**src/hdl/drfm_pkg.sv**
```systemverilog
package drfm_pkg;

  localparam int MAX_CANDIDATES = 16;
  localparam int POS_W          = $clog2(MAX_CANDIDATES + 1);

  localparam int ETA_W      = 14;
  localparam int PHI_W      = 13;
  localparam int THR_W      = 13;
  localparam int MASS_W     = 16;
  localparam int SCORE_W    = 16;
  localparam int IDX_W      = 4;
  localparam int DETA_W     = ETA_W + 1;
  localparam int DPHI_W     = PHI_W + 1;
  localparam int DETA_SQ_W  = 28;
  localparam int DPHI_SQ_W  = 26;
  localparam int SUM_W      = DETA_SQ_W + 1;
  localparam int THR_SQ_W   = 2 * THR_W;

  localparam int CFG_IDX_W  = 3;
  localparam int CFG_DATA_W = 16;

  // Q.10 angles, round to nearest
  localparam int PI_Q10     = 3217;
  localparam int TWO_PI_Q10 = 6434;

  localparam logic [THR_W-1:0]   DR_THRESHOLD_RST = THR_W'(819);
  localparam logic [MASS_W-1:0]  MASS_MIN_RST     = '0;
  localparam logic [MASS_W-1:0]  MASS_MAX_RST     = '1;
  localparam logic [SCORE_W-1:0] SCORE_MIN_RST    = '0;
  localparam logic [SCORE_W-1:0] SCORE_MAX_RST    = '1;

  typedef enum logic [CFG_IDX_W-1:0] {
    REG_DR_THRESHOLD     = 3'd0,
    REG_MASS_MIN         = 3'd1,
    REG_MASS_MAX         = 3'd2,
    REG_SCORE_MIN        = 3'd3,
    REG_SCORE_MAX        = 3'd4,
    REG_USE_MASS_WINDOW  = 3'd5,
    REG_USE_SCORE_WINDOW = 3'd6
  } cfg_reg_t;

  typedef struct packed {
    logic                   first;
    logic                   present;
    logic                   last;
    logic                   win_ok;
    logic [DETA_SQ_W-1:0]   deta_sq;
    logic [DPHI_SQ_W-1:0]   dphi_sq;
  } sq_stage_t;

endpackage

```
**src/hdl/drfm_item_if.sv**
```systemverilog
interface drfm_item_if;
  logic                                valid;
  logic                                ready;
  logic                                first;
  logic signed [drfm_pkg::ETA_W-1:0]   ref_eta;
  logic signed [drfm_pkg::PHI_W-1:0]   ref_phi;
  logic                                present;
  logic signed [drfm_pkg::ETA_W-1:0]   cand_eta;
  logic signed [drfm_pkg::PHI_W-1:0]   cand_phi;
  logic        [drfm_pkg::MASS_W-1:0]  cand_mass;
  logic        [drfm_pkg::SCORE_W-1:0] cand_score;
  logic                                last;

  modport source (
    output valid, first, ref_eta, ref_phi, present, cand_eta, cand_phi,
           cand_mass, cand_score, last,
    input  ready
  );
  modport sink (
    input  valid, first, ref_eta, ref_phi, present, cand_eta, cand_phi,
           cand_mass, cand_score, last,
    output ready
  );
endinterface

```
**src/hdl/drfm_result_if.sv**
```systemverilog
interface drfm_result_if;
  logic                           valid;
  logic                           ready;
  logic                           found;
  logic [drfm_pkg::IDX_W-1:0]     match_index;
  logic                           overflow;

  modport source (output valid, found, match_index, overflow, input ready);
  modport sink   (input  valid, found, match_index, overflow, output ready);
endinterface

```
**src/hdl/drfm_cfg_if.sv**
```systemverilog
interface drfm_cfg_if;
  logic                              valid;
  logic                              ready;
  logic [drfm_pkg::CFG_IDX_W-1:0]    index;
  logic [drfm_pkg::CFG_DATA_W-1:0]   data;

  modport source (output valid, index, data, input ready);
  modport sink   (input  valid, index, data, output ready);
endinterface

```
**src/hdl/delta_r_first_match.sv**
```systemverilog
// Path from item acceptance to result valid: the input register feeds the square
// stage, whose match update loads the result register.
// Throughput: one item per cycle; only an end-of-event item waits in the square
// stage while a result is held, which stalls the input behind it.
// Reset (rst, synchronous): pipeline empty, event state and latched reference
// cleared, configuration registers back to their defaults.
module delta_r_first_match (
  input  logic                  clk,
  input  logic                  rst,
  drfm_item_if.sink             items,
  drfm_result_if.source         results,
  drfm_cfg_if.sink              cfg
);

  // configuration
  logic [drfm_pkg::THR_W-1:0]    dr_threshold;
  logic [drfm_pkg::MASS_W-1:0]   mass_min;
  logic [drfm_pkg::MASS_W-1:0]   mass_max;
  logic [drfm_pkg::SCORE_W-1:0]  score_min;
  logic [drfm_pkg::SCORE_W-1:0]  score_max;
  logic                          use_mass_window;
  logic                          use_score_window;
  logic [drfm_pkg::THR_SQ_W-1:0] thr_sq;

  // input register
  logic                                 in_valid;
  logic                                 in_first;
  logic signed [drfm_pkg::ETA_W-1:0]    in_ref_eta;
  logic signed [drfm_pkg::PHI_W-1:0]    in_ref_phi;
  logic                                 in_present;
  logic signed [drfm_pkg::ETA_W-1:0]    in_cand_eta;
  logic signed [drfm_pkg::PHI_W-1:0]    in_cand_phi;
  logic [drfm_pkg::MASS_W-1:0]          in_cand_mass;
  logic [drfm_pkg::SCORE_W-1:0]         in_cand_score;
  logic                                 in_last;

  // square stage
  logic                    sq_valid;
  drfm_pkg::sq_stage_t     sq;
  drfm_pkg::sq_stage_t     sq_next;

  // event state
  logic signed [drfm_pkg::ETA_W-1:0] latched_eta;
  logic signed [drfm_pkg::PHI_W-1:0] latched_phi;
  logic [drfm_pkg::POS_W-1:0]        position;
  logic                              have_match;
  logic [drfm_pkg::IDX_W-1:0]        best_index;
  logic                              too_many;
  logic [drfm_pkg::POS_W-1:0]        position_next;
  logic                              have_match_next;
  logic [drfm_pkg::IDX_W-1:0]        best_index_next;
  logic                              too_many_next;

  // result register
  logic                              out_valid;
  logic                              found;
  logic [drfm_pkg::IDX_W-1:0]        match_index;
  logic                              overflow;

  // handshake
  logic out_free, sq_adv, sq_take, in_adv;

  assign out_free = !out_valid || results.ready;
  assign sq_adv   = sq_valid && (!sq.last || out_free);
  assign sq_take  = !sq_valid || sq_adv;
  assign in_adv   = in_valid && sq_take;
  assign items.ready = !in_valid || in_adv;
  assign cfg.ready   = 1'b1;

  assign results.valid       = out_valid;
  assign results.found       = found;
  assign results.match_index = match_index;
  assign results.overflow    = overflow;

  // configuration writes
  always_ff @(posedge clk) begin
    if (rst) begin
      dr_threshold     <= drfm_pkg::DR_THRESHOLD_RST;
      mass_min         <= drfm_pkg::MASS_MIN_RST;
      mass_max         <= drfm_pkg::MASS_MAX_RST;
      score_min        <= drfm_pkg::SCORE_MIN_RST;
      score_max        <= drfm_pkg::SCORE_MAX_RST;
      use_mass_window  <= 1'b0;
      use_score_window <= 1'b0;
    end else if (cfg.valid) begin
      unique case (drfm_pkg::cfg_reg_t'(cfg.index))
        drfm_pkg::REG_DR_THRESHOLD:     dr_threshold     <= cfg.data[drfm_pkg::THR_W-1:0];
        drfm_pkg::REG_MASS_MIN:         mass_min         <= cfg.data[drfm_pkg::MASS_W-1:0];
        drfm_pkg::REG_MASS_MAX:         mass_max         <= cfg.data[drfm_pkg::MASS_W-1:0];
        drfm_pkg::REG_SCORE_MIN:        score_min        <= cfg.data[drfm_pkg::SCORE_W-1:0];
        drfm_pkg::REG_SCORE_MAX:        score_max        <= cfg.data[drfm_pkg::SCORE_W-1:0];
        drfm_pkg::REG_USE_MASS_WINDOW:  use_mass_window  <= cfg.data[0];
        drfm_pkg::REG_USE_SCORE_WINDOW: use_score_window <= cfg.data[0];
        default: ;
      endcase
    end
  end

  // squared limit, settles well before the next item after a write
  always_ff @(posedge clk) begin
    thr_sq <= drfm_pkg::THR_SQ_W'(dr_threshold * dr_threshold);
  end

  // input register
  always_ff @(posedge clk) begin
    if (rst) begin
      in_valid <= 1'b0;
    end else if (items.ready) begin
      in_valid <= items.valid;
    end
  end

  always_ff @(posedge clk) begin
    if (items.ready && items.valid) begin
      in_first      <= items.first;
      in_ref_eta    <= items.ref_eta;
      in_ref_phi    <= items.ref_phi;
      in_present    <= items.present;
      in_cand_eta   <= items.cand_eta;
      in_cand_phi   <= items.cand_phi;
      in_cand_mass  <= items.cand_mass;
      in_cand_score <= items.cand_score;
      in_last       <= items.last;
    end
  end

  // square stage: differences, phi wrap, squares and windows
  logic signed [drfm_pkg::ETA_W-1:0]       eta_ref;
  logic signed [drfm_pkg::PHI_W-1:0]       phi_ref;
  logic signed [drfm_pkg::DETA_W-1:0]      deta;
  logic signed [drfm_pkg::DPHI_W-1:0]      dphi_raw;
  logic        [drfm_pkg::DPHI_W-1:0]      dphi_abs;
  logic signed [drfm_pkg::DPHI_W-1:0]      dphi;
  logic signed [2*drfm_pkg::DETA_W-1:0]    deta_prod;
  logic signed [2*drfm_pkg::DPHI_W-1:0]    dphi_prod;
  logic                                    mass_ok, score_ok;

  always_comb begin
    eta_ref  = in_first ? in_ref_eta : latched_eta;
    phi_ref  = in_first ? in_ref_phi : latched_phi;
    deta     = drfm_pkg::DETA_W'(eta_ref) - drfm_pkg::DETA_W'(in_cand_eta);
    dphi_raw = drfm_pkg::DPHI_W'(phi_ref) - drfm_pkg::DPHI_W'(in_cand_phi);
    dphi_abs = dphi_raw[drfm_pkg::DPHI_W-1] ? drfm_pkg::DPHI_W'(-dphi_raw)
                                            : drfm_pkg::DPHI_W'(dphi_raw);
    // wrap past pi; may go negative when the difference exceeds 2pi
    if (dphi_abs >= drfm_pkg::DPHI_W'(drfm_pkg::PI_Q10)) begin
      dphi = $signed(drfm_pkg::DPHI_W'(drfm_pkg::TWO_PI_Q10) - dphi_abs);
    end else begin
      dphi = $signed(dphi_abs);
    end
    deta_prod = deta * deta;
    dphi_prod = dphi * dphi;

    mass_ok  = !use_mass_window ||
               (in_cand_mass > mass_min && in_cand_mass < mass_max);
    score_ok = !use_score_window ||
               (in_cand_score > score_min && in_cand_score < score_max);

    sq_next.first   = in_first;
    sq_next.present = in_present;
    sq_next.last    = in_last;
    sq_next.win_ok  = mass_ok && score_ok;
    sq_next.deta_sq = deta_prod[drfm_pkg::DETA_SQ_W-1:0];
    sq_next.dphi_sq = dphi_prod[drfm_pkg::DPHI_SQ_W-1:0];
  end

  always_ff @(posedge clk) begin
    if (rst) begin
      sq_valid    <= 1'b0;
      latched_eta <= '0;
      latched_phi <= '0;
    end else if (sq_take) begin
      sq_valid <= in_valid;
      if (in_valid && in_first) begin
        latched_eta <= in_ref_eta;
        latched_phi <= in_ref_phi;
      end
    end
  end

  always_ff @(posedge clk) begin
    if (in_adv) begin
      sq <= sq_next;
    end
  end

  // match update
  logic [drfm_pkg::SUM_W-1:0]  dist_sq;
  logic                        hit;
  logic [drfm_pkg::POS_W-1:0]  pos_cur;
  logic                        hm_cur;
  logic [drfm_pkg::IDX_W-1:0]  bi_cur;
  logic                        tm_cur;

  always_comb begin
    dist_sq = drfm_pkg::SUM_W'(sq.deta_sq) + drfm_pkg::SUM_W'(sq.dphi_sq);
    hit     = sq.win_ok && (dist_sq < drfm_pkg::SUM_W'(thr_sq));

    pos_cur = sq.first ? '0   : position;
    hm_cur  = sq.first ? 1'b0 : have_match;
    bi_cur  = sq.first ? '0   : best_index;
    tm_cur  = sq.first ? 1'b0 : too_many;

    position_next   = pos_cur;
    have_match_next = hm_cur;
    best_index_next = bi_cur;
    too_many_next   = tm_cur;

    if (sq.present) begin
      if (pos_cur < drfm_pkg::POS_W'(drfm_pkg::MAX_CANDIDATES)) begin
        if (hit && !hm_cur) begin
          have_match_next = 1'b1;
          best_index_next = drfm_pkg::IDX_W'(pos_cur);
        end
        position_next = pos_cur + 1'b1;
      end else begin
        too_many_next = 1'b1;
      end
    end
  end

  always_ff @(posedge clk) begin
    if (rst) begin
      position   <= '0;
      have_match <= 1'b0;
      best_index <= '0;
      too_many   <= 1'b0;
    end else if (sq_adv) begin
      if (sq.last) begin
        position   <= '0;
        have_match <= 1'b0;
        best_index <= '0;
        too_many   <= 1'b0;
      end else begin
        position   <= position_next;
        have_match <= have_match_next;
        best_index <= best_index_next;
        too_many   <= too_many_next;
      end
    end
  end

  // result register
  always_ff @(posedge clk) begin
    if (rst) begin
      out_valid <= 1'b0;
    end else if (out_free) begin
      out_valid <= sq_adv && sq.last;
    end
  end

  always_ff @(posedge clk) begin
    if (sq_adv && sq.last) begin
      found       <= have_match_next;
      match_index <= have_match_next ? best_index_next : '0;
      overflow    <= too_many_next;
    end
  end

endmodule

```
**src/flat_wrapper.sv**
```systemverilog
// flat-port wrapper written by rule: the top's interface ports become plain ports
module delta_r_first_match_flat 
  (clk, rst, items_valid, items_first, items_ref_eta, items_ref_phi, items_present, items_cand_eta, items_cand_phi, items_cand_mass, items_cand_score, items_last, items_ready, results_valid, results_found, results_match_index, results_overflow, results_ready, cfg_valid, cfg_index, cfg_data, cfg_ready);
  drfm_item_if items_i ();
  drfm_result_if results_i ();
  drfm_cfg_if cfg_i ();
  input  logic clk;
  input  logic rst;
  input wire logic [$bits(items_i.valid)-1:0] items_valid;
  input wire logic [$bits(items_i.first)-1:0] items_first;
  input wire logic [$bits(items_i.ref_eta)-1:0] items_ref_eta;
  input wire logic [$bits(items_i.ref_phi)-1:0] items_ref_phi;
  input wire logic [$bits(items_i.present)-1:0] items_present;
  input wire logic [$bits(items_i.cand_eta)-1:0] items_cand_eta;
  input wire logic [$bits(items_i.cand_phi)-1:0] items_cand_phi;
  input wire logic [$bits(items_i.cand_mass)-1:0] items_cand_mass;
  input wire logic [$bits(items_i.cand_score)-1:0] items_cand_score;
  input wire logic [$bits(items_i.last)-1:0] items_last;
  output wire logic [$bits(items_i.ready)-1:0] items_ready;
  output wire logic [$bits(results_i.valid)-1:0] results_valid;
  output wire logic [$bits(results_i.found)-1:0] results_found;
  output wire logic [$bits(results_i.match_index)-1:0] results_match_index;
  output wire logic [$bits(results_i.overflow)-1:0] results_overflow;
  input wire logic [$bits(results_i.ready)-1:0] results_ready;
  input wire logic [$bits(cfg_i.valid)-1:0] cfg_valid;
  input wire logic [$bits(cfg_i.index)-1:0] cfg_index;
  input wire logic [$bits(cfg_i.data)-1:0] cfg_data;
  output wire logic [$bits(cfg_i.ready)-1:0] cfg_ready;
  assign items_i.valid = items_valid;
  assign items_i.first = items_first;
  assign items_i.ref_eta = items_ref_eta;
  assign items_i.ref_phi = items_ref_phi;
  assign items_i.present = items_present;
  assign items_i.cand_eta = items_cand_eta;
  assign items_i.cand_phi = items_cand_phi;
  assign items_i.cand_mass = items_cand_mass;
  assign items_i.cand_score = items_cand_score;
  assign items_i.last = items_last;
  assign items_ready = items_i.ready;
  assign results_valid = results_i.valid;
  assign results_found = results_i.found;
  assign results_match_index = results_i.match_index;
  assign results_overflow = results_i.overflow;
  assign results_i.ready = results_ready;
  assign cfg_i.valid = cfg_valid;
  assign cfg_i.index = cfg_index;
  assign cfg_i.data = cfg_data;
  assign cfg_ready = cfg_i.ready;
  delta_r_first_match u_core (.clk(clk), .rst(rst), .items(items_i), .results(results_i), .cfg(cfg_i));
endmodule
```
**config.mk**
```make
export PLATFORM = sky130hd
export DESIGN_NAME = delta_r_first_match_flat
export DESIGN_NICKNAME = d
export VERILOG_FILES = /design/src/hdl/drfm_pkg.sv /design/src/hdl/drfm_item_if.sv /design/src/hdl/drfm_result_if.sv /design/src/hdl/drfm_cfg_if.sv /design/src/hdl/delta_r_first_match.sv /design/src/flat_wrapper.sv
export SDC_FILE = /design/constraint.sdc
export NUM_CORES = 2
export LEC_CHECK = 0
export BUFFER_PORTS_ARGS = -buffer_cell sky130_fd_sc_hd__buf_2
export CAP_MARGIN = 5
export CORE_MARGIN = 4
export CORE_UTILIZATION = 40
export CTS_BUF_LIST = sky130_fd_sc_hd__clkbuf_8
export DETAILED_ROUTE_END_ITERATION = 7
export PLACE_DENSITY = 0.53
export SYNTH_ARGS = -nofsm -noshare
export SYNTH_HDL_FRONTEND = slang
export SYNTH_SLANG_ARGS = --single-unit
```
**constraint.sdc**
```tcl
create_clock -name clk -period 31.2 [get_ports clk]
set_clock_uncertainty 0.1 [all_clocks]
set_input_delay 1.56 -clock clk [delete_from_list [all_inputs] [get_ports clk]]
set_output_delay 1.56 -clock clk [all_outputs]
set_load 0.02 [all_outputs]
```
Word level (Yosys, flattened, before mapping)
Cells that the tools add are included.
Cells by class
  muxes and demuxes: 22
  add/sub/neg operators: 6
  $lt $le $gt $ge: 7
  equality and inequality tests: 6
  $mul: 3
  reductions and logical operators: 32
Operators with widths (number)
  14-bit two-way mux: 3
  16-bit greater-than comparator: 2
  16-bit < comparator: 2
  28-bit by 26-bit adder with 29-bit output: 1
  29-bit by 26-bit < comparator with 1-bit output: 1
  15-bit by 15-bit multiplier with 28-bit output: 1
  13-bit by 13-bit multiplier with 26-bit output: 1
  14-bit by 14-bit multiplier with 26-bit output: 1
  4-bit two-way mux: 5
  5-bit two-way mux: 4
  2-bit AND reduction: 8
  14-bit by 14-bit subtractor with 15-bit output: 1
  14-bit by 12-bit >= comparator with 1-bit output, second input constant: 1
  14-bit negator: 1
  13-bit by 13-bit subtractor with 14-bit output: 1
  13-bit by 14-bit subtractor with 14-bit output, first input constant: 1
  13-bit two-way mux: 1
  1-bit logical AND: 10
  3-bit == test, second input constant: 3
  1-bit two-way mux: 9
  1-bit zero test: 7
  3-bit by 2-bit == test with 1-bit output, second input constant: 2
  1-bit logical OR: 6
  5-bit by 1-bit adder with 5-bit output, second input constant: 1
  3 further kinds: 3
Word-level totals
  flip-flop bits (word level): 299
  output and inout port bits: 9
  input bits: 113
  word-level logic and storage cells: 111

Longest topological paths before layout
  word-level depth: 8
  depth in mapped cells: 45
  mapped depth without buffers: 41

Worst setup path after synthesis
OpenSTA, ideal clock, no wires.
  path kind: flip-flop to flip-flop
  start: register u_core.in_first
  end: register u_core.sq[25] (netlist bit), data pin
  stages on the path, launching flop included: 43
  path buffers: 5
  arrival: 10.487 ns
  clock period less this slack: 10.855 ns
  setup time: 0.268 ns
  slack: 20.345 ns
  data required time: 30.832 ns
  path through: edfxtp_1 -> clkbuf_1 -> buf_1 -> mux2_2 -> ha_1 -> o2111ai_1 -> nand4_1 -> and4_1 -> clkbuf_1 -> nor2_1 -> clkbuf_1 -> a21oi_1 -> ha_1 -> nor2b_1 -> nand2_1 -> a21oi_1 -> or3_1 -> a221oi_1 -> (+7 left out) -> fa_1 -> fa_1 -> inv_1 -> fa_1 -> inv_1 -> fa_1 -> inv_1 -> fa_1 -> inv_1 -> ha_1 -> nor2b_1 -> o21a_1 -> o31a_1 -> o41ai_1 -> nor3_1 -> or3_1 -> a21oi_1 -> xnor3_1
Between the ends
  word-level cells in the longest chain between the ends: 7
  elaborated cells on any way between the ends: 8
  classes of those cells: add/sub (3); mul (1); order compare (1); mux (3)
Ends and longest elaborated chain
  from (decl): RTL line delta_r_first_match.sv:27  | logic in_first;
  from (signal assigned): RTL line delta_r_first_match.sv:115  | in_first <= items.first;
  13-bit two-way mux *: RTL line delta_r_first_match.sv:140  | phi_ref = in_first ? in_ref_phi : latched_phi;
  13-bit by 13-bit subtractor with 14-bit output *: RTL line delta_r_first_match.sv:142  | dphi_raw = drfm_pkg::DPHI_W'(phi_ref) - drfm_pkg::DPHI_W'(in_cand_phi);
  14-bit negator: RTL line delta_r_first_match.sv:143  | dphi_abs = dphi_raw[drfm_pkg::DPHI_W-1] ? drfm_pkg::DPHI_W'(-dphi_raw)
  14-bit two-way mux *: RTL line delta_r_first_match.sv:143
  13-bit by 14-bit subtractor with 14-bit output or 14-bit by 12-bit >= comparator with 1-bit output (tied branches): RTL line delta_r_first_match.sv:147, delta_r_first_match.sv:146
  14-bit two-way mux *: RTL line delta_r_first_match.sv:146  | if (dphi_abs >= drfm_pkg::DPHI_W'(drfm_pkg::PI_Q10)) begin
  14-bit by 14-bit multiplier with 26-bit output *: RTL line delta_r_first_match.sv:152  | dphi_prod = dphi * dphi;
  net u_core.dphi_prod (one bit): RTL line delta_r_first_match.sv:135  | logic signed [2*drfm_pkg::DPHI_W-1:0] dphi_prod;
  to (signal assigned): RTL line delta_r_first_match.sv:183  | sq <= sq_next;
  to (decl): RTL line delta_r_first_match.sv:39  | drfm_pkg::sq_stage_t sq;
The timed path passes the listed nets; every way through them passes the cells marked *.
A chain may end at the register's enable or synchronous reset.

Worst setup path in the final report
Same ends and word-level chain as after synthesis.

==> flow_summary.yaml <==
clocking:
  clk_pin_slew_ns: 0.06
  cts_tree: "yes"
  cts_max_level: 2
  clkLatencyLatePin_ns: 0.67
  clock_path_buffers: 3
  numCtsBuffers: 52
  cts.sinks: 296
  ctsResizeCount: 0
  post_cts_buffers: 0
  postCtsHoldBufs: 0
  root_buffer: "clkbuf_8"
worst_setup_path:
  critPathSlowestCell: "nor2_1"
  worst-setup-path-type: "flip-flop to flip-flop"
  critPathArrivalTime_ns: 11.60
  path_common_cell: "fa_1"
  path_buf_inv: 8
  crit_fanout: 30
  worstPathRequired_ns: 31.46
  cp-startpoint: "u_core.in_first$_DFFE_PP_"
  cp_top_family: "adder cells"
  rr_startpoint: "u_core.in_first$_DFFE_PP_"
  cpPeakStageDelay_ns: 0.59
  worstSetupStartpointType: "flip-flop"
  crit_path_end_kind: "flip-flop"
floorplan:
  ioPinCount: 122
  die_w_um: 295
  start_util_pct: 40.3
  placementRows: 105
  die_h_um: 295
  dieArea_um2: 87200
  core_um2: 82000
drt:
  wl_mm: 75.7
  drcViolationCount: 0
  wl_per_cell_um: 16.2
  drt-initial-drc-count: 995
  route.vias.total: 22700
  avgViaCountPerCell: 4.86
  postRouteAntennaNets: 0
  dr.pass1.iters: 5
synthesis:
  yosys-top-cells-count: "656 x inv_1, 447 x fa_1, 353 x ha_1"
  netlist_instances: 3458
  yosysUniqueCellTypes: 100
  ys_top_cells_by_area: "fa_1 27%, edfxtp_1 14%, ha_1 13%, dfxtp_1 8.8%, inv_1 7.5%"
  ys_seq_elements: 296
  dominantRegCellSynth: "edfxtp_1"
  ys_warn_count: 0
  synth.avg_cell_area_um2: 9.55
  synth.most_common_cell: "inv_1"
  synth_edf_count: 151
  synthArstFlopShare_pct: 0
  yosysTopAreaCellShare_pct: 27.1
  yosysSeqAreaShare_pct: 22.5
  yosys.area.top_type: "fa_1"
  synth_area_um2: 33000
timing:
  rsz0062_at_grt: "false"
  setup_viol: 0
  setup_ws_ns: 19.86
  finalHoldViolations: 0
  slew_viol_final: 0
  tightest_slew_ns: 1.17
  max_slew_margin_pct: 22.3
  fmax_ghz: 0.0882
  tns_ns: 0
  fin_crit_sh_pct: 36.3
  period_needed_ns: 11.34
final_layout:
  multi_input_area_um2: 22700
  finalNonFillerCells: 4676
  nNetsFinal: 4474
  area_growth_pct: 8.42
  fillers: 8139
  drive_above_1_share_pct: 8.27
  regArea_um2: 7440
global_route:
  grt_pass1_vias: 24000
  antenna_found_initial: 2
  overflow: 0
  grt_max_degree: 58
  grt_usage_pct: 18.0
  grt_pass1_wl_mm: 126
place:
  pre_cts_slack_ns: 19.89
  place_inst: 4577
  gp_congestion: 0.834
  hpwl_mm: 61.1
  port_buffers: 120
flow_run:
  cap_violations: 0
outcome:
  status: "finished clean"
worst_hold_path:
  hold_path.class: "flip-flop to flip-flop"
  holdCritStartpoint: "u_core.latched_eta[4]$_SDFFE_PP0P_"
[metal layers]
| metal | vias up | wire, um | share of wire (%) | GRT usage, % |
|---|---|---|---|---|
| li1 | 11300 | - | - | - |
| met1 | 11000 | 35500 | 47 | 25.0 |
| met2 | 370 | 36100 | 48 | 30.5 |
| met3 | 76 | 2980 | 3.9 | 2.52 |
| met4 | 0 | 1190 | 1.6 | 3.35 |
| met5 | - | 0 | 0 | 0 |
[layout by cell type (no fill, tap or decap), drive strengths merged, types with 32 or more instances in the layout]
master and n:
inv 690, fa 447, ha 353, nand2 347, nor2 265, a21oi 174, edfxtp 151, dfxtp 145
buf 142, xnor2 115, o21ai 78, and2 66, clkbuf 57, a21o 54, xor2 50, nor2b 43
nand2b 40, nand3 32
[cells by family (layout without fill, tap and decap cells)]
kind of cell | Yosys count | count (layout) | share of synthesized area [%]
buffers and inverters | 760 | 906 | 8.70
XOR/XNOR | 166 | 166 | 4.72
flip-flops | 296 | 296 | 22.5
other | 2 | 4 | 0.0227
adder cells (fa/ha/maj) | 800 | 800 | 40.5
AND/OR/NAND/NOR | 912 | 912 | 12.6
multiplexers | 41 | 41 | 1.37
AO/OA/AOI/OAI | 481 | 481 | 9.52
[path summary, 6_finish.rpt]
| path | depth (start not counted) | slack, ns | end |
|---|---|---|---|
| setup / recovery | 41 | 19.86 | u_core.sq[25]$_DFFE_PP_ |
| hold / removal | 2 | 0.35 | u_core.latched_eta[4]$_SDFFE_PP0P_ |
| setup reg to reg | 41 | 19.86 | u_core.sq[25]$_DFFE_PP_ |
| hold reg to reg | 2 | 0.35 | u_core.latched_eta[4]$_SDFFE_PP0P_ |
[final cells by class]
class                           instances  area share, %
Antenna cell                            1        0.00699
Sequential cell                       296           20.8
Inverter                              666           6.98
Clock inverter                         41          0.668
Timing Repair Buffer                  142           2.14
Tap cell                             1070           3.74
Clock buffer                           57           2.19
Multi-Input combinational cell       2403           63.5
[worst min-delay path: stages (launching register included)]
cell     delay, ns
dfxtp_1       0.30
nand2_1       0.05
a21oi_1       0.05
[stage by stage]
stage	hold WS, ns	utilization, %	instance area, um^2
final	0.354	43.7	35800
after global routing	0.369	43.7	35800
after CTS	0.355	43.7	35800
after detailed placement	0.347	42.4	34800
after global placement	0.340	42.4	34800
after floorplan	0.282	-	33000
[sequential cells by signal (all words and copies together) (netlist names), 14 cells and up]
name,count
u_core.in_ref_eta,14
u_core.score_max,16
u_core.thr_sq,25
u_core.in_cand_mass,16
u_core.latched_eta,14
u_core.score_min,16
u_core.in_cand_score,16
u_core.mass_max,16
u_core.in_cand_eta,14
u_core.sq,56
u_core.mass_min,16
Power is not shown: default switching activity piles up to over one toggle a cycle in this logic, so the estimate is an artifact.
